===== src/rtl/core/ffha_pkg.sv =====
`default_nettype none
// ---------------------------------------------------------------------------
// ffha_pkg
// Shared constants, segment record and control types for the first-fit
// heap allocator.
// ---------------------------------------------------------------------------
package ffha_pkg;

    localparam int HEAP_BYTES   = 32768;
    localparam int HEADER_BYTES = 16;
    localparam int MAX_SEGMENTS = 2048;

    localparam int ADDR_W = 15;
    localparam int IDX_W  = $clog2(MAX_SEGMENTS);
    localparam int CNT_W  = IDX_W + 1;

    localparam logic [ADDR_W-1:0] HDR       = ADDR_W'(HEADER_BYTES);
    localparam logic [ADDR_W-1:0] INIT_SIZE = ADDR_W'(HEAP_BYTES - HEADER_BYTES);
    localparam logic [CNT_W-1:0]  MAX_CNT   = CNT_W'(MAX_SEGMENTS);

    typedef struct packed {
        logic [ADDR_W-1:0] offset;
        logic [ADDR_W-1:0] size;
        logic              free;
    } t_seg;

    // Broadcast from the controller to every cell of the row.
    typedef struct packed {
        logic             pop;
        logic             push;
        logic [CNT_W-1:0] shift_lim;
        logic [CNT_W-1:0] wpos;
        t_seg             data;
    } t_cell_ctl;

    typedef enum logic [2:0] {
        ST_EXACT   = 3'd0,
        ST_SPLIT   = 3'd1,
        ST_NOMEM   = 3'd2,
        ST_FREED   = 3'd3,
        ST_INVALID = 3'd4
    } t_status;

    typedef enum logic [2:0] {
        S_IDLE,
        S_SCAN,
        S_SPLIT,
        S_FLUSH,
        S_REPORT
    } t_state;

endpackage
`default_nettype wire


===== src/rtl/core/ffha_cell.sv =====
`default_nettype none
// ---------------------------------------------------------------------------
// ffha_cell
// One entry of the segment row. It takes its right neighbor's entry when the
// row shifts toward the head, or the pushed entry when it is the tail slot.
// ---------------------------------------------------------------------------
module ffha_cell (
    input  wire logic                        i_clk,
    input  wire logic                        i_rst_n,
    input  wire logic [ffha_pkg::IDX_W-1:0]  i_index,
    input  wire ffha_pkg::t_seg              i_rst_seg,
    input  wire ffha_pkg::t_cell_ctl         i_ctl,
    input  wire ffha_pkg::t_seg              i_next,
    output ffha_pkg::t_seg                   o_seg
);
    import ffha_pkg::*;

    t_seg             r_seg;
    logic [CNT_W-1:0] pos;

    assign pos = {1'b0, i_index};

    always_ff @(posedge i_clk) begin
        if (!i_rst_n) begin
            r_seg <= i_rst_seg;
        end else if (i_ctl.pop && (pos < i_ctl.shift_lim)) begin
            r_seg <= i_next;
        end else if (i_ctl.push && (pos == i_ctl.wpos)) begin
            r_seg <= i_ctl.data;
        end
    end

    assign o_seg = r_seg;

endmodule
`default_nettype wire


===== config.mk =====
export PLATFORM = sky130hd
export DESIGN_NAME = ffha_cell
export DESIGN_NICKNAME = d
export VERILOG_FILES = /design/src/rtl/core/ffha_pkg.sv /design/src/rtl/core/ffha_cell.sv
export SDC_FILE = /design/constraint.sdc
export NUM_CORES = 1
export LEC_CHECK = 0
export BUFFER_PORTS_ARGS = -buffer_cell sky130_fd_sc_hd__buf_2
export CAP_MARGIN = 15
export CORE_MARGIN = 2
export CORE_UTILIZATION = 36
export CTS_CLUSTER_DIAMETER = 40
export CTS_CLUSTER_SIZE = 24
export DETAILED_ROUTE_END_ITERATION = 7
export PLACE_DENSITY = 0.77
export SKIP_CTS_REPAIR_TIMING = 1
export SYNTH_ARGS = -nofsm -noshare
export SYNTH_HDL_FRONTEND = slang
export SYNTH_SLANG_ARGS = --single-unit

===== constraint.sdc =====
create_clock -name i_clk -period 4.1 [get_ports i_clk]
set_input_delay 1.025 -clock i_clk [delete_from_list [all_inputs] [get_ports i_clk]]
set_output_delay 1.025 -clock i_clk [all_outputs]
set_load 0.03 [all_outputs]

## Yosys cells after proc, flatten, opt, wreduce, memory -nomap -nowiden

Index checks and enable logic that the tools add are counted.

- Bits in registers: 31
- Output and inout port bits: 31
- Logic and storage cells: 11

- $lt $le $gt $ge: 1
- Equality and inequality tests: 2
- Mux-type cells: 3
- Reduce and logical (&&, ||, !) cells: 2

Operators with widths:

| operator | count |
|---|---|
| $mux W31 | 3 |
| $eq A11 B12 Y1 | 1 |
| $lt A11 B12 Y1 | 1 |
| $ne A3 B1 Y1 const B | 1 |
| $logic_and A1 B1 Y1 | 2 |

## Longest topological paths before layout

- Word-level depth: 5
- Mapped depth: 8
- Mapped depth without buffers: 7

## Least setup slack after synthesis

No wires, ideal clock.

- Path kind: input -> register
- Start point: input port i_ctl[48] in the netlist's numbering
- End point: register r_seg, in the netlist o_seg[0], enable pin
- Library setup time: 0.434 ns
- Data arrival time: 3.532 ns
- Path slack: 0.134 ns
- Stages: 7
- Path buffers: 1
- Path through: inv_1 ha_1 a21oi_1 o21ai_0 and2b_2 clkbuf_2 o221ai_1

- Longest elaborated chain between the ends: 3

Ends and longest elaborated chain:

| element | line | text |
|---|---|---|
| start: declaration | ffha_cell.sv:12 | `input wire ffha_pkg::t_cell_ctl i_ctl,` |
| $lt A11 B12 Y1 | ffha_cell.sv:26 | `end else if (i_ctl.pop && (pos < i_ctl.shift_lim)) begin` |
| $logic_and A1 B1 Y1 | ffha_cell.sv:26 |  |
| $ne A3 B1 Y1 (no line) | - |  |
| end signal: assignment | ffha_cell.sv:25 | `r_seg <= i_rst_seg;` |
| end signal: assignment | ffha_cell.sv:27 | `r_seg <= i_next;` |
| end signal: assignment | ffha_cell.sv:29 | `r_seg <= i_ctl.data;` |
| end: declaration | ffha_cell.sv:18 | `t_seg r_seg;` |

No other way between the ends.
A chain may end at the register's enable or synchronous reset.

## Final worst setup path

- Start point: input port i_index[5] in the netlist's numbering
- End point: register r_seg, in the netlist o_seg[26], enable pin

- Longest elaborated chain between the ends: 3
- Elaborated cells on any way between the ends: 5
- Those cells by class: 1 x order compare; 2 x eq/ne; 2 x reduce/logical

Ends and longest elaborated chain:

| element | line | text |
|---|---|---|
| start: declaration | ffha_cell.sv:10 | `input wire logic [ffha_pkg::IDX_W-1:0] i_index,` |
| $lt A11 B12 Y1 or $eq A11 B12 Y1 (tied branches) | ffha_cell.sv:26, ffha_cell.sv:28 |  |
| $logic_and A1 B1 Y1, on equally long branches | ffha_cell.sv:26, ffha_cell.sv:28 |  |
| $ne A3 B1 Y1 (no line) * | - |  |

Mark *: on every way between the ends. The rest lies on a longest branch, timed or not.

==> out/results.tsv <==
metric	value	unit
overall routing resource usage	0.195	
Worst Max-Slew Pin Slew	0.689	ns
register area	931	um^2
hold endpoint	o_seg[12]$_DFFE_PP_	
1st-pass router iterations	4	
Slew HR	0.540	
first-pass GRT wire length	9.64	mm
dominant cells by area after synthesis	edfxtp_1 (44%), a31oi_1 (9.2%), nand3_1 (7.4%)	
hold path start	i_rst_seg[12]	
CP Capture Type	flip-flop	
Worst EP required	4.02	ns
Cell Area, Synth	2100	um^2
synth unique cells	29	
multi-input logic area	1050	um^2
Fmax achieved	342	MHz
RSZ-0062 raised after global routing	false	
initial antenna violation count	0	
filler cell count	515	
Vias/cell	5.17	
critical path arrival	2.85	ns
Tcrit/Tclk final	0.714	
max reg flops	31	
DR top layer	met4	
die area	6460	um^2
Power Dens Cells	319	nW/um^2
WHS	1.10	ns
area grow syn2layout	44.7	%
area share of the largest cell type after synthesis	0.443	
worst min path class	input pin to flip-flop	
max-slew violation count	0	
Detail Placement HPWL	4.88	mm
clock transition at the registers of the reported paths	0.06	ns
worst setup path class	input pin to flip-flop	
# nets final	527	
placer congestion estimate	0.766	
number of synthesized register bits	31	
number of remaining DRC errors	0	
CTS root buffer	clkbuf_8	
number of global-route vias before repair	2180	
critical path's largest stage delay	0.45	ns
DRT iter0 DRCs	141	
largest net degree at the start of global routing	46	
# IOs	163	
Hold Crit Depth	3	
CP cell instances	buf_2 > ha_1 > a21oi_1 > o21ai_0 > and2b_2 > o221ai_4 > buf_4	
met1 WL	2.49	mm
total clock sinks	31	
Antenna Nets Post-Route	0	
CTS tree	built	
WL final	6.36	mm
antenna diode count	0	
maximum VDD drop	0.155	mV
Num CTS Buffers	5	
final total power	0.970	mW
clk buf depth	2	
cell taking the most area after synthesis	edfxtp_1	
Die Span Y	80.4	um
crit-path max FO	32	
site row count	27	
syn_area_per_cell	9.13	um^2
Syn Nets	372	
fin crit period	2.93	ns
CORE AREA	5570	um^2
vias after detailed routing	2367	
Mapped Cells	230	
total global routing overflow	0	
Starting Density	0.377	
crit start category	input pin	
Avg WL per Cell	13.9	um
register area share after synthesis	0.443	
Max Cap Viol	0	
setup violators final	0	
leakage	1.43	nW
Setup TNS	0	ns
H-tree depth	2	
share of layout cells above drive strength 1	0.464	
Die W	80.4	um
Syn. warnings	0	
routed wl met3	606	um
met2 WL post-DR	3.24	mm
critical path's slowest cell	and2b_2	
port buffer count	162	
Final Hold Viols	0	
outcome	finished, final reports clean	
cells in the final DEF, fill, tap and decap left out, drive strengths merged:
cell type / n
a21oi: 3
a31oi: 31
and2b: 1
buf: 167
clkbuf: 7
clkinv: 1
edfxtp: 31
ha: 10
inv: 11
nand2: 1
nand2b: 2
nand3: 31
nand4: 3
nand4b: 1
nor2: 33
nor3b: 2
nor4: 1
o21a: 2
o21ai: 34
o221ai: 1
o311a: 1
or3: 1
xnor2: 6
xor2: 5
routing by layer:
metal	up-vias	track usage
li1	1167	-
met1	1059	0.225
met2	139	0.367
met3	2	0.0404
met4	0	0.0424
met5	-	0
synth_stat cells:
master and number:
o21ai_4 1, xnor2_1 6, edfxtp_1 31, o21ai_1 28, buf_2 3, nand4b_4 1
a31oi_1 31, o21ai_2 1, buf_6 3, o21ai_0 4, ha_1 10, nand4_1 3
o221ai_1 1, inv_1 11, o311a_1 1, clkbuf_1 8, buf_1 4, o21a_1 2
xor2_1 5, or3_4 1, nand2_1 1, nor4_1 1, nand2b_1 2, and2b_2 1
clkbuf_2 1, a21oi_1 3, nor3b_1 2, nand3_1 31, nor2_1 33
final cells by class:
| class | count | area share |
|---|---|---|
| clock inverters | 1 | 0.00165 |
| well taps | 72 | 0.0297 |
| multi-input cells | 169 | 0.344 |
| inverters | 11 | 0.0136 |
| repair buffers | 167 | 0.279 |
| flip-flops and latches | 31 | 0.306 |
| clock buffers | 7 | 0.0251 |
through the flow:
step | instance area, um^2 | instances | util | setup WS (ns)
5_1_grt | 3040 | 458 | 0.545 | 1.08
3_3_place_gp | 2960 | 450 | 0.530 | 0.982
2_1_floorplan | 2100 | 230 | - | 0.134
4_1_cts | 3040 | 458 | 0.545 | 1.18
3_5_place_dp | 2960 | 450 | 0.530 | 0.897
6_report | 3040 | 458 | 0.545 | 1.17
worst max path at each step:
stage	start	endpoint
6_report	i_index[5]	o_seg[26]$_DFFE_PP_
4_1_cts	i_index[5]	o_seg[2]$_DFFE_PP_
3_3_place_gp	i_index[5]	o_seg[7]$_DFFE_PP_
2_1_floorplan	i_ctl[48]	o_seg[0]$_DFFE_PP_
5_1_grt	i_index[5]	o_seg[2]$_DFFE_PP_
3_5_place_dp	i_index[5]	o_seg[4]$_DFFE_PP_
worst max-delay path: cells and delay by family:
family | cells | cell delay (ns)
compound gates | 3 | 0.53
buf+inv | 2 | 0.49
simple gates | 1 | 0.45
fa+ha+maj | 1 | 0.31
cell families (layout without fill, tap and decap cells):
family / Yosys count / in the layout / synth area share
xor gates and xnor gates: 11 / 11 / 0.0459
adders and majority gates: 10 / 10 / 0.0596
buffers and inverters: 30 / 186 / 0.0667
and+or+nand+nor: 76 / 76 / 0.181
DFF: 31 / 31 / 0.443
AOI/OAI and AO/OA: 72 / 72 / 0.204
where the power goes:
group	internal, mW	switching [mW]	leakage [nW]
clock network	0.119	0.0977	0.0422
registers	0.404	0.0114	0.311
logic	0.125	0.213	1.07
total	0.648	0.322	1.43
(Power assumes the default switching activity.)
