## src/rtl/core/ffha_pkg.sv

```systemverilog
`default_nettype none
// ---------------------------------------------------------------------------
// ffha_pkg
// Shared constants, segment record and control types for the first-fit
// heap allocator.
// ---------------------------------------------------------------------------
package ffha_pkg;

    localparam int HEAP_BYTES   = 32768;
    localparam int HEADER_BYTES = 16;
    localparam int MAX_SEGMENTS = 2048;

    localparam int ADDR_W = 15;
    localparam int IDX_W  = $clog2(MAX_SEGMENTS);
    localparam int CNT_W  = IDX_W + 1;

    localparam logic [ADDR_W-1:0] HDR       = ADDR_W'(HEADER_BYTES);
    localparam logic [ADDR_W-1:0] INIT_SIZE = ADDR_W'(HEAP_BYTES - HEADER_BYTES);
    localparam logic [CNT_W-1:0]  MAX_CNT   = CNT_W'(MAX_SEGMENTS);

    typedef struct packed {
        logic [ADDR_W-1:0] offset;
        logic [ADDR_W-1:0] size;
        logic              free;
    } t_seg;

    // Broadcast from the controller to every cell of the row.
    typedef struct packed {
        logic             pop;
        logic             push;
        logic [CNT_W-1:0] shift_lim;
        logic [CNT_W-1:0] wpos;
        t_seg             data;
    } t_cell_ctl;

    typedef enum logic [2:0] {
        ST_EXACT   = 3'd0,
        ST_SPLIT   = 3'd1,
        ST_NOMEM   = 3'd2,
        ST_FREED   = 3'd3,
        ST_INVALID = 3'd4
    } t_status;

    typedef enum logic [2:0] {
        S_IDLE,
        S_SCAN,
        S_SPLIT,
        S_FLUSH,
        S_REPORT
    } t_state;

endpackage
`default_nettype wire

```

## src/rtl/core/ffha_ctrl.sv

```systemverilog
`default_nettype none
// ---------------------------------------------------------------------------
// ffha_ctrl
// Request sequencer. Rotates the segment row once per request through a
// one-entry hold register, deciding on each entry as it leaves the head.
// ---------------------------------------------------------------------------
module ffha_ctrl (
    input  wire logic                        i_clk,
    input  wire logic                        i_rst_n,
    input  wire logic                        start,
    input  wire logic                        i_operation,
    input  wire logic [ffha_pkg::ADDR_W-1:0] i_request_size,
    input  wire logic [ffha_pkg::ADDR_W-1:0] i_free_address,
    input  wire ffha_pkg::t_seg              i_head,
    output ffha_pkg::t_cell_ctl              o_ctl,
    output logic                             busy,
    output logic                             o_valid,
    output logic [2:0]                       o_status,
    output logic [ffha_pkg::ADDR_W-1:0]      o_data_address
);
    import ffha_pkg::*;

    t_state            r_state, n_state;
    logic              r_op;
    logic [ADDR_W-1:0] r_req, r_addr;
    logic [CNT_W-1:0]  r_left, n_left;
    logic [CNT_W-1:0]  r_pcnt, n_pcnt;
    logic              r_full;
    t_seg              r_hold, n_hold;
    logic              r_hv, n_hv;
    t_seg              r_rest, n_rest;
    logic              r_found, n_found;
    logic              r_merge, n_merge;
    t_status           r_status, n_status;
    logic [ADDR_W-1:0] r_daddr, n_daddr;

    logic              pop, push;
    logic              split;
    t_seg              e2;
    logic              absorb;
    logic [ADDR_W:0]   req_hdr;
    logic [ADDR_W:0]   e_start;

    assign req_hdr = {1'b0, r_req} + {1'b0, HDR};
    assign e_start = {1'b0, i_head.offset} + {1'b0, HDR};

    // Next state.
    always_comb begin
        n_state = r_state;
        case (r_state)
            S_IDLE:   if (start) n_state = S_SCAN;
            S_SCAN:   begin
                if (split) n_state = S_SPLIT;
                else if (r_left == CNT_W'(1)) n_state = S_FLUSH;
            end
            S_SPLIT:  n_state = (r_left == '0) ? S_FLUSH : S_SCAN;
            S_FLUSH:  n_state = S_REPORT;
            S_REPORT: n_state = S_IDLE;
            default:  n_state = S_IDLE;
        endcase
    end

    // Row control and entry decisions.
    always_comb begin
        pop      = 1'b0;
        push     = 1'b0;
        split    = 1'b0;
        absorb   = 1'b0;
        e2       = i_head;
        n_hold   = r_hold;
        n_hv     = r_hv;
        n_rest   = r_rest;
        n_found  = r_found;
        n_merge  = 1'b0;
        n_status = r_status;
        n_daddr  = r_daddr;
        n_left   = r_left;
        o_ctl.data = r_hold;
        case (r_state)
            S_SCAN: begin
                pop    = 1'b1;
                n_left = r_left - CNT_W'(1);
                if (!r_found && !r_op) begin
                    if (i_head.free && (i_head.size >= r_req)) begin
                        n_found = 1'b1;
                        n_daddr = e_start[ADDR_W-1:0];
                        if (i_head.size == r_req) begin
                            e2.free  = 1'b0;
                            n_status = ST_EXACT;
                        end else if (({1'b0, i_head.size} > req_hdr) && !r_full) begin
                            split       = 1'b1;
                            e2.size     = r_req;
                            e2.free     = 1'b0;
                            n_status    = ST_SPLIT;
                            n_rest.offset = ADDR_W'(e_start + {1'b0, r_req});
                            n_rest.size   = i_head.size - r_req - HDR;
                            n_rest.free   = 1'b1;
                        end else begin
                            n_status = ST_NOMEM;
                        end
                    end
                end else if (!r_found && r_op && (e_start == {1'b0, r_addr})) begin
                    n_found = 1'b1;
                    if (i_head.free) begin
                        n_status = ST_INVALID;
                    end else begin
                        n_status = ST_FREED;
                        n_merge  = 1'b1;
                        e2.free  = 1'b1;
                        if (r_hv && r_hold.free) absorb = 1'b1;
                    end
                end else if (r_merge && i_head.free) begin
                    absorb = 1'b1;
                end
                if (absorb) begin
                    n_hold.size = r_hold.size + i_head.size + HDR;
                    n_hold.free = 1'b1;
                end else begin
                    push   = r_hv;
                    n_hold = e2;
                    n_hv   = 1'b1;
                end
            end
            S_SPLIT: begin
                push   = 1'b1;
                n_hold = r_rest;
            end
            S_FLUSH: begin
                push = 1'b1;
                n_hv = 1'b0;
            end
            default: ;
        endcase
        o_ctl.pop       = pop;
        o_ctl.push      = push;
        o_ctl.shift_lim = r_pcnt - CNT_W'(1);
        o_ctl.wpos      = pop ? (r_pcnt - CNT_W'(1)) : r_pcnt;
        n_pcnt = r_pcnt;
        if (push && !pop) n_pcnt = r_pcnt + CNT_W'(1);
        else if (pop && !push) n_pcnt = r_pcnt - CNT_W'(1);
    end

    // Outputs.
    always_comb begin
        busy           = (r_state != S_IDLE);
        o_valid        = (r_state == S_REPORT);
        o_status       = r_found ? r_status : (r_op ? ST_INVALID : ST_NOMEM);
        o_data_address = (r_found && (r_status == ST_EXACT || r_status == ST_SPLIT))
                         ? r_daddr : '0;
    end

    always_ff @(posedge i_clk) begin
        if (!i_rst_n) begin
            r_state <= S_IDLE;
            r_pcnt  <= CNT_W'(1);
            r_hv    <= 1'b0;
            r_found <= 1'b0;
            r_merge <= 1'b0;
            r_left  <= '0;
        end else begin
            r_state <= n_state;
            r_pcnt  <= n_pcnt;
            if (r_state == S_IDLE) begin
                r_hv    <= 1'b0;
                r_found <= 1'b0;
                r_merge <= 1'b0;
                r_left  <= r_pcnt;
            end else begin
                r_hv    <= n_hv;
                r_found <= n_found;
                r_merge <= n_merge;
                r_left  <= n_left;
            end
        end
    end

    always_ff @(posedge i_clk) begin
        if (r_state == S_IDLE && start) begin
            r_op   <= i_operation;
            r_req  <= i_request_size;
            r_addr <= i_free_address;
            r_full <= (r_pcnt == MAX_CNT);
        end
        r_hold   <= n_hold;
        r_rest   <= n_rest;
        r_status <= n_status;
        r_daddr  <= n_daddr;
    end

    // The row may be empty mid-request while its only entry sits in the hold
    // register, but never between requests.
    a_cnt_range: assert property (@(posedge i_clk) disable iff (!i_rst_n)
        (r_pcnt <= MAX_CNT) && ((r_state != S_IDLE) || (r_pcnt != '0)))
        else $error("segment count out of range");
    a_pop_left: assert property (@(posedge i_clk) disable iff (!i_rst_n)
        pop |-> (r_left != '0))
        else $error("pop with no entries left to visit");
    a_push_hold: assert property (@(posedge i_clk) disable iff (!i_rst_n)
        (push && r_state == S_SCAN) |-> r_hv)
        else $error("push of an empty hold register");
    a_idle_count: assert property (@(posedge i_clk) disable iff (!i_rst_n)
        (r_state == S_FLUSH) |=> !r_hv)
        else $error("hold register not drained at end of request");

endmodule
`default_nettype wire

```

## config.mk

```make
export PLATFORM = sky130hd
export DESIGN_NAME = ffha_ctrl
export DESIGN_NICKNAME = d
export VERILOG_FILES = /design/src/rtl/core/ffha_pkg.sv /design/src/rtl/core/ffha_ctrl.sv
export SDC_FILE = /design/constraint.sdc
export NUM_CORES = 1
export LEC_CHECK = 0
export CORE_MARGIN = 4
export CORE_UTILIZATION = 56
export DETAILED_ROUTE_END_ITERATION = 10
export DONT_BUFFER_PORTS = 1
export HOLD_SLACK_MARGIN = 0.03
export PLACE_DENSITY = 0.74
export SLEW_MARGIN = 15
export SYNTH_ARGS = -nofsm -noshare
export SYNTH_HDL_FRONTEND = slang
export SYNTH_SLANG_ARGS = --single-unit
```

## constraint.sdc

```tcl
create_clock -name i_clk -period 5.5 [get_ports i_clk]
set_input_delay 1.1 -clock i_clk [delete_from_list [all_inputs] [get_ports i_clk]]
set_output_delay 1.1 -clock i_clk [all_outputs]
set_load 0.005 [all_outputs]
```

Word-level counts from Yosys, hierarchy flattened
Cells that the tools add are included.

Equal/unequal tests: 13. Muxes and demuxes: 49. Div/mod/pow operators: 0. $mul: 0. Bitwise gates (word level): 4. Reduce and logical (&&, ||, !) cells: 35. Shift operators: 0. $add $sub $neg: 10. $lt $le $gt $ge: 2.

Operators with widths (count): $pmux 31 s2 (1); $mux 12 (5); $mux 15 (4); $mux 16 (3); $add 15x5->16 const B (2); $add 15x15->15 (2); $mux 3 (9); $sub 12x1->12 const B (2); $mux 1 (21); $eq 16x15->1 (1); $gt 15x16->1 (1); $add 15x5->15 const B (1); $eq 15x15->1 (1); $ge 15x15->1 (1); $sub 15x15->15 (1); $sub 15x5->15 const B (1); $add 12x1->12 const B (1); $eq 12x1->1 const B (1); $eq 12x12->1 const B (1); $logic_not 12->1 (1); $pmux 3 s4 (1); $logic_and 1x1->1 (11); $reduce_bool 2->1 (5); $eq 3x1->1 const B (2); other kinds (17) (34).

Memories kept: 0. Latch bits: 0. Memory bits (read-only): 0. Logic and storage cells: 130. Memory bits (writable): 0. Register bits: 141.

Logic depth before layout (Yosys ltp)
Gate-level depths: netlist of the first run.

Depth after elaboration: 12. Gate-level depth with buffers: 16. Depth with buffers taken out: 15.

Least setup slack after synthesis of the first run
Ideal clock, no wire load.

Path type: reg2reg. From: reg r_req[4]. To: reg r_rest[10] in the netlist's numbering (enable). Stages on the path, launching flop included: 13. Library setup time: 0.493 ns. Period minus slack after synthesis: 5.842 ns. Data arrival time: 5.350 ns. Slack: -0.342 ns. Path through: edfxtp_1 > ha_1 > and3_1 > nand3_1 > nor2_1 > nand4_1 > xnor2_1 > ha_1 > nand3_1 > nor4_1 > or3_1 > or3b_1 > nor4_1.

Word-level cells in the longest chain between the ends: 4.

Ends and longest elaborated chain: start: declaration (RTL line ffha_ctrl.sv:25) `logic [ADDR_W-1:0] r_req, r_addr;`; start signal: assignment (RTL line ffha_ctrl.sv:180) `r_req <= i_request_size;`; $add 15x5->16 (RTL line ffha_ctrl.sv:44) `assign req_hdr = {1'b0, r_req} + {1'b0, HDR};`; $gt 15x16->1 (RTL line ffha_ctrl.sv:90) `end else if (({1'b0, i_head.size} > req_hdr) && !r_full) begin`; $logic_and 1x1->1 (RTL line ffha_ctrl.sv:90); $reduce_and 5->1 (no source line) (*); end signal: assignment (RTL line ffha_ctrl.sv:185) `r_rest <= n_rest;`; end: declaration (RTL line ffha_ctrl.sv:31) `t_seg r_rest, n_rest;`.

Every way passes the cells marked *; elsewhere a longest branch is shown, timed or not. A chain may end at the register's enable or synchronous reset.

==> results of run 1 <==
==> power breakdown <==
group	internal [mW]	switching [mW]	leakage, nW
registers	1.23	0.0665	1.28
logic	0.301	0.399	2.84
clock network	0.715	0.466	0.276
==> per-stage QoR <==
step	cell area (µm²)	cells
2_1_floorplan	10200	1070
3_3_place_gp	10300	1254
3_5_place_dp	10300	1254
4_1_cts	10900	1286
5_1_grt	10900	1287
6_report	10900	1288
==> cell families (layout without fill, tap and decap cells) <==
family | Yosys count | after routing | synth area share (%)
multiplexers | 40 | 40 | 4.00
buffers and inverters | 136 | 127 | 5.45
XOR/XNOR | 96 | 96 | 8.57
flip-flops | 141 | 141 | 38.8
AO/OA/AOI/OAI | 189 | 189 | 12.3
other | 0 | 2 | 0
adder cells (fa/ha/maj) | 104 | 104 | 13.3
AND/OR/NAND/NOR | 364 | 364 | 17.6
==> sequential cells by signal, indices dropped and copies added (netlist names), 3 cells and up <==
name and count:
o_ctl 31, r_rest 30, r_addr 15, r_daddr 15, r_req 15, r_left 12, r_pcnt 12, r_state 3
r_status 3
==> critical path, cell delays in order <==
cell and delay, ps:
ha_1 290, nand3_1 230, o311ai_0 480, nor3b_1 260
nand4_1 130, nor4_2 340, mux2i_1 160, buf_4 200
and2_1 180, or2_2 290
==> worst min-delay path by stage <==
stage / start / end / slack [ps]
detailed placement: r_left[10] / r_left[10] / 470
floorplan: r_left[10] / r_left[10] / 440
global placement: r_left[10] / r_left[10] / 460
CTS: r_left[10] / r_left[10] / 490
finish: r_left[10] / r_left[10] / 490
global route: r_left[10] / r_left[10] / 510
==> final cells by class <==
class | count | area, µm² | share of cell area [%]
sequential | 141 | 3930 | 36.1
tap | 225 | 282 | 2.58
antenna | 2 | 5.00 | 0.0459
clock inverter | 13 | 165 | 1.52
inverter | 85 | 319 | 2.93
clock buffer | 19 | 433 | 3.97
timing repair buffer | 10 | 75.1 | 0.689
multi-input combinational | 793 | 5690 | 52.2
==> layout by cell type (no fill, tap or decap), types with 10 or more instances in the layout <==
cell type / count
mux2i_1: 35
xnor2_1: 72
clkbuf_16: 17
nand2b_1: 15
ha_1: 97
nor3_1: 32
a21o_1: 11
a31oi_1: 10
nand4_1: 18
a21oi_1: 49
a211oi_1: 13
o21ai_0: 35
dfxtp_1: 30
and3_1: 11
buf_4: 10
nand2_1: 120
edfxtp_1: 111
xor2_1: 22
nand3_1: 24
nor2_1: 73
and2_1: 21
inv_1: 85
==> per-layer routing <==
metal,GRT usage [%],vias up,share of wire [%]
met4,7.75,2,1.7
met5,0,-,0.077
met2,39.6,278,47
met3,6.42,36,7.6
li1,-,3775,-
met1,32.9,3601,44
==> results_dict.tcl, run 1 <==
set metrics [dict create \
    status "completed" \
    htree_levels 4 \
    finalHoldViolCount 0 \
    r2r_end "o_ctl[15]" \
    path_class "in -> out" \
    clockBufferDepth 2 \
    place_ws_ps 858 \
    endpoint "o_ctl[55]" \
    yosysMostFrequentCell "nand2_1" \
    area_delta_synth_final_pct 7.42 \
    period_share_pct 86.7 \
    hold_depth 2 \
    synth-seq-area-share_pct 38.8 \
    r2r_cells 15 \
    setup_ws_ps 732 \
    start_util_pct 57.9 \
    overflow 0 \
    die_area_um2 20300 \
    io_pins 142 \
    hold_ws_ps 488 \
    fmax_mhz 210 \
    drv_slew 0 \
    dr.pass1.iters 7 \
    max_cap_violations 0 \
    clock_latency_ps 430 \
    cts_root_buf "clkbuf_16" \
    wl_per_cell_um 19.1 \
    grt_pass1_wl_um 39300 \
    grt_max_degree 41 \
    grt_use_total_pct 24.7 \
    wl_um 24700 \
    gp_congestion 0.972 \
    coreArea_um2 17500 \
    period_needed_ps 4770 \
    cts_hold_buf 0 \
    synthTopCellsByCount "120 x nand2_1, 111 x edfxtp_1, 97 x ha_1" \
    postCtsSetupRepairBufs 0 \
    synthFlopType "edfxtp_1" \
    totalNegativeSetupSlack_ps 0 \
    relSlewSlack_pct 42.5 \
    path_clk_slew_ps 60 \
    syn_area_um2 10100 \
    async_reset_ff_share_pct 0 \
    r2r_setup_slack_ps 1350 \
    required_ps 4400 \
    ir_worst_vdd_mv 0.294 \
    syn_inst 1070 \
    startpoint_type "input pin" \
    routed-via-count 7692 \
    startpoint "i_head[20]" \
    worst_setup_path_end_kind "primary output" \
    hold_path_class "reg -> reg" \
    ys.warnings.count 0 \
    r2r-start "r_req[5]" \
    cp_max_fo 12 \
    cts_resized 0 \
    drc 0 \
    fin_skew_ps 9.18 \
    syn-num-nets 1239 \
    final_util_pct 62.2 \
    antenna_found_initial 2 \
    numCtsBuffers 17 \
    numPortBuffers 0 \
    drt_iter0_drc 746 \
    cts_sinks 141 \
    hpwlAfterDp_um 18600 \
    synth_top_area_cell "edfxtp_1" \
    grt_pass1_vias 7520 \
    fin_nets 1217 \
    ys_types 74 \
    setup_violations 0 \
    cp_data_arrival_time_ps 3670 \
    worst_slew_pin_slew_ps 863 \
    synth_top_cell_area_share_pct 32.9 \
    nFillCells 1457 \
    vias_per_cell 5.97 \
    fp.dieH_um 143 \
    synth_seq_cells 141 \
    die-width_um 143 \
    drive_above_1_share_pct 5.75 \
    ant_nets 0 \
    cts_tree "yes" \
    avgSynthCellArea_um2 9.48 \
    placementRows 48 \
    synth_area_leaders "edfxtp_1 33%, ha_1 12%, xnor2_1 6.2%, dfxtp_1 5.9%, nand2_1 4.4%" \
    rsz0062_at_grt "no" \
    synth_edf_count 111 \
    fin_total_pwr_mw 3.18 \
    leakagePower_nw 4.40 \
    power_density_nw_per_um2 292 \
]
(Power assumes the default switching activity.)
==> run 2, diff against run 1 <==
--- a/config.mk
+++ b/config.mk
@@ -6,11 +6,10 @@
 export NUM_CORES = 1
 export LEC_CHECK = 0
 export CORE_MARGIN = 4
-export CORE_UTILIZATION = 56
+export CORE_UTILIZATION = 30
 export DETAILED_ROUTE_END_ITERATION = 10
 export DONT_BUFFER_PORTS = 1
 export HOLD_SLACK_MARGIN = 0.03
-export PLACE_DENSITY = 0.74
 export SLEW_MARGIN = 15
 export SYNTH_ARGS = -nofsm -noshare
 export SYNTH_HDL_FRONTEND = slang
==> constraint.sdc (replaced) <==
create_clock -name i_clk -period 4 [get_ports i_clk]
set_input_delay 0.8 -clock i_clk [delete_from_list [all_inputs] [get_ports i_clk]]
set_output_delay 0.8 -clock i_clk [all_outputs]
set_load 0.005 [all_outputs]
==> run 2 against run 1 <==
Clock-buffer cell count unchanged. Via count rose by 3.1%. Sequential share of layout area decreased by 1.4 points. First-iteration DRC count decreased by 31%. Clock skew grew 7.2 ps. Die area grew 81%. Hold slack worse by 43 ps.
==> results_dict.tcl, run 2 (synthesis results as in run 1) <==
set metrics [dict create \
    drv_slew 0 \
    required_ps 4180 \
    use_met2_pct 24.2 \
    ir_worst_vdd_mv 0.298 \
    cts_tree "yes" \
    area_delta_synth_final_pct 11.8 \
    cts_sinks 141 \
    grt_util_met3_pct 5.82 \
    die_area_um2 36800 \
    drt_iter0_drc 513 \
    dr.pass1.iters 5 \
    period_needed_ps 3860 \
    overflow 0 \
    fin_skew_ps 16.4 \
    fmax_mhz 259 \
    path_class "reg -> reg" \
    worst_setup_path_end_kind "flop" \
    final_common_cell "nand2_1" \
    startpoint_type "flop" \
    final_util_pct 33.9 \
    wl_um 29000 \
    path_clk_slew_ps 70 \
    htree_levels 4 \
    antenna_found_initial 8 \
    rsz0062_at_grt "yes" \
    status "completed" \
    hpwlAfterDp_um 22000 \
    fin_total_pwr_mw 4.22 \
    setup_ws_ps 136 \
    power_density_nw_per_um2 372 \
    wl_per_cell_um 18.8 \
    cp_max_fo 6 \
    coreArea_um2 33400 \
    grt_use_total_pct 15.2 \
    fin_nets 1243 \
    start_util_pct 30.3 \
    ant_nets 0 \
    finalHoldViolCount 0 \
    largest_reg_flops 31 \
    vias_per_cell 5.16 \
    cts_hold_buf 0 \
    setup_violations 0 \
    period_share_pct 96.6 \
    grt_pass1_vias 7585 \
    clock_latency_ps 430 \
    grt_max_degree 41 \
    relSlewSlack_pct 39.2 \
    io_pins 142 \
    final_cell_mix "120 x nand2_1, 111 x edfxtp_1, 96 x ha_1, 85 x inv_1" \
    grt_pass1_wl_um 43600 \
    cts_root_buf "clkbuf_16" \
    hold_path_class "in -> reg" \
    grtUsageMet1_pct 19.8 \
    cp_data_arrival_time_ps 4050 \
    fp.dieH_um 192 \
    place_ws_ps 90.8 \
    die-width_um 192 \
    max_cap_violations 0 \
    drive_above_1_share_pct 8.28 \
    clockBufferDepth 2 \
    routed-via-count 7928 \
    r2r_setup_slack_ps 140 \
    numCtsBuffers 17 \
    worst_slew_pin_slew_ps 912 \
    leakagePower_nw 4.48 \
    gp_congestion 0.862 \
    numPortBuffers 0 \
    top_usage_layer "met2" \
    placementRows 67 \
    drc 0 \
]
[run 2: worst max-delay path, cell delays in order (launching register included)]
cell	delay [ps]
edfxtp_1	350
ha_2	190
and3_4	210
nand3_4	90
nor2_4	140
nand4_1	140
xnor2_1	160
ha_1	300
nand3_1	130
nor4_1	80
or3_1	340
or3b_4	440
or3_4	460
mux2i_1	180
nor3_1	60
a311o_1	330
[run 2: final cells by class]
| cell class | instances | area, µm² |
|---|---|---|
| Antenna cell | 2 | 5.00 |
| Fill cell | 3386 | 22100 |
| Sequential cell | 141 | 3930 |
| Clock buffer | 19 | 433 |
| Timing Repair Buffer | 34 | 268 |
| Clock inverter | 13 | 77.6 |
| Tap cell | 448 | 561 |
| Inverter | 85 | 319 |
| Multi-Input combinational cell | 795 | 5750 |
[run 2: path summary, 6_finish.rpt]
check / from / end / cells after the start
worst max register to register: r_req[4] / o_ctl[15] / 15
worst max-delay path: r_req[4] / o_ctl[15] / 15
worst min-delay path: i_head[0] / r_merge / 1
worst min register to register: r_left[10] / r_left[10] / 2
[run 2: per-stage QoR]
| step | hold WS (ps) | cell area (µm²) | setup TNS (ps) | std cells |
|---|---|---|---|---|
| 3_3_place_gp | 466 | 10700 | 0 | 1494 |
| 4_1_cts | 433 | 11200 | 0 | 1526 |
| 2_1_floorplan | 444 | 10200 | 0 | 1070 |
| 3_5_place_dp | 473 | 10700 | 0 | 1494 |
| 6_report | 445 | 11300 | 0 | 1537 |
| 5_1_grt | 423 | 11300 | -65.4 | 1535 |
[run 2: repair_timing]
item                                   in CTS  in global routing
setup endpoints to repair                   0                 16
buffers inserted                            0                  7
resized for setup                           0                 14
endpoints found under the hold margin       0                  0
[run 2: power breakdown]
part           internal (mW)  switching (mW)
Sequential              1.70          0.0947
Combinational          0.432           0.575
Clock                  0.780           0.636
[run 2: routing by layer]
metal	share of wire, %	wire length [µm]	up-vias
met3	7.9	2270	43
met5	0.26	75	-
li1	-	-	3840
met4	1.6	450	12
met1	44	12800	3812
met2	46	13400	221
==> run 3, diff against run 2 <==
--- a/config.mk
+++ b/config.mk
@@ -10,6 +10,7 @@
 export DETAILED_ROUTE_END_ITERATION = 10
 export DONT_BUFFER_PORTS = 1
 export HOLD_SLACK_MARGIN = 0.03
+export PLACE_DENSITY_LB_ADDON = 0.05
 export SLEW_MARGIN = 15
 export SYNTH_ARGS = -nofsm -noshare
 export SYNTH_HDL_FRONTEND = slang
==> run 3 against run 2 <==
Sequential cell count unchanged. Sequential share of layout area down 0.28 points. Sequential power about the same. Critical path depth down 1. Hold slack improved by 5.2 ps. Register-to-register slack is essentially flat. Setup slack barely moved. Utilization is 0.28 points higher. Largest cell class unchanged. Highest routed layer unchanged. Largest power group unchanged. Final area increased by 0.82%. First-iteration DRC count down 19%.
==> results_dict.tcl, run 3 (synthesis results as in run 1) <==
set metrics [dict create \
    drive_above_1_share_pct 8.08 \
    grt_pass1_vias 7501 \
    r2r-start "r_req[4]" \
    ant_nets 0 \
    cts_tree "yes" \
    vias_per_cell 5.00 \
    r2r_end "o_ctl[15]" \
    worst_slew_pin_slew_ps 847 \
    path_common_cell "nand3_1" \
    setup_ws_ps 136 \
    cts_root_buf "clkbuf_16" \
    drv_slew 0 \
    wl_met2_um 14000 \
    period_needed_ps 3860 \
    path_clk_slew_ps 60 \
    place_ws_ps 107 \
    antenna_found_initial 3 \
    fmax_mhz 259 \
    startpoint_type "flop" \
    wl_um 31100 \
    period_share_pct 96.6 \
    start_util_pct 30.3 \
    nFillCells 3462 \
    seqCellArea_um2 3930 \
    top_layer "met5" \
    numCtsBuffers 17 \
    drc 0 \
    wl_per_cell_um 20.2 \
    finalHoldViolCount 0 \
    gp_congestion 0.813 \
    numPortBuffers 0 \
    hpwlAfterDp_um 23500 \
    ir_worst_vdd_mv 0.293 \
    clockBufferDepth 2 \
    totalNegativeSetupSlack_ps 0 \
    worst_setup_path_end_kind "flop" \
    clock_latency_ps 430 \
    final_cell_mix "120 x nand2_1, 111 x edfxtp_1, 96 x ha_1, 85 x inv_1" \
    placementRows 67 \
    r2r_cells 14 \
    io_pins 142 \
    wl_met1_um 15200 \
    final_common_cell "nand2_1" \
    area_delta_synth_final_pct 12.7 \
    drt_iter0_drc 413 \
    crit_cells 14 \
    fin_skew_ps 8.50 \
    setup_violations 0 \
    design_area_um2 11400 \
    leakagePower_nw 4.54 \
    path_delay_family "simple AND/OR/NAND/NOR gates" \
    fin_nets 1245 \
    coreArea_um2 33400 \
    fin_total_pwr_mw 4.43 \
    cp_data_arrival_time_ps 4030 \
    grt_pass1_wl_um 45800 \
    htree_levels 4 \
    cts_sinks 141 \
    slowest_stage "or3b_4" \
    hold_path_class "in -> reg" \
    worstPathCellList "buf_4, and3_1, nand3_1, nor4_2, xnor2_1, ha_1, nand3_1, nor4_1, or3_1, or3b_4, or3_4, mux2i_1, nor3_1, a311o_1" \
    r2r_setup_slack_ps 140 \
    cp_max_fo 6 \
    slowest_delay_ps 460 \
    power_density_nw_per_um2 388 \
    detailroute.wirelength.met3_um 1560 \
    overflow 0 \
    grt_max_degree 40 \
    required_ps 4170 \
    die-width_um 192 \
    path_buf_inv 1 \
    die_area_um2 36800 \
    routed-via-count 7696 \
    multi_input_area_um2 5740 \
    largest_reg_flops 31 \
    grt_use_total_pct 16.4 \
    place_area_um2 10800 \
    path_class "reg -> reg" \
    relSlewSlack_pct 43.4 \
    max_cap_violations 0 \
    status "completed" \
    endpoint "o_ctl[15]" \
    fp.dieH_um 192 \
    rsz0062_at_grt "yes" \
    hold_ws_ps 450 \
    dr.pass1.iters 5 \
    startpoint "r_req[4]" \
]
==> run 3: cell types whose count changed in the layout (fill, tap and decap cells not counted), moves of 2 or more <==
cell	before	now
bufinv_16	0	3
buf_12	1	3
clkinv_4	2	0
mux2i_2	2	0
==> run 3: where the power goes <==
group / switching, mW / internal (mW)
Combinational: 0.595 / 0.438
Clock: 0.647 / 0.972
Sequential: 0.0849 / 1.70
==> run 3: metal layers <==
| metal | track usage [%] | vias up |
|---|---|---|
| met5 | 0 | - |
| met4 | 2.98 | 4 |
| met3 | 4.31 | 19 |
| met2 | 25.7 | 134 |
| met1 | 23.0 | 3693 |
| li1 | - | 3846 |
==> run 3: through the flow <==
step	util, %	instances
after floorplan	-	1070
after global placement	32.2	1500
after CTS	34.0	1532
after global routing	34.2	1537
after detailed placement	32.2	1500
final	34.2	1538
==> run 3: worst min-delay path by stage <==
stage | startpoint | to | slack [ps] | cells after the start
detailed placement | r_left[10] | r_left[10] | 470 | 2
CTS | i_head[0] | r_merge | 430 | 1
global route | i_head[0] | r_merge | 430 | 1
finish | i_head[0] | r_merge | 450 | 1
floorplan | r_left[10] | r_left[10] | 440 | 2
global placement | r_left[10] | r_left[10] | 470 | 2
==> run 3: what timing repair did <==
action                                  4_1_cts  5_1_grt
setup buffers                                 0        3
resized for setup                             0        8
hold buffers                                  0        0
endpoints found under the setup margin        0        8
==> run 3: layout make-up <==
cell class,instances,area share (%)
diodes,1,0.0219
clock buffers,19,3.78
clock inverters,13,1.28
inverters,85,2.79
multi-input cells,795,50.1
flip-flops and latches,141,34.4
well taps,448,4.90
repair buffers,36,2.69
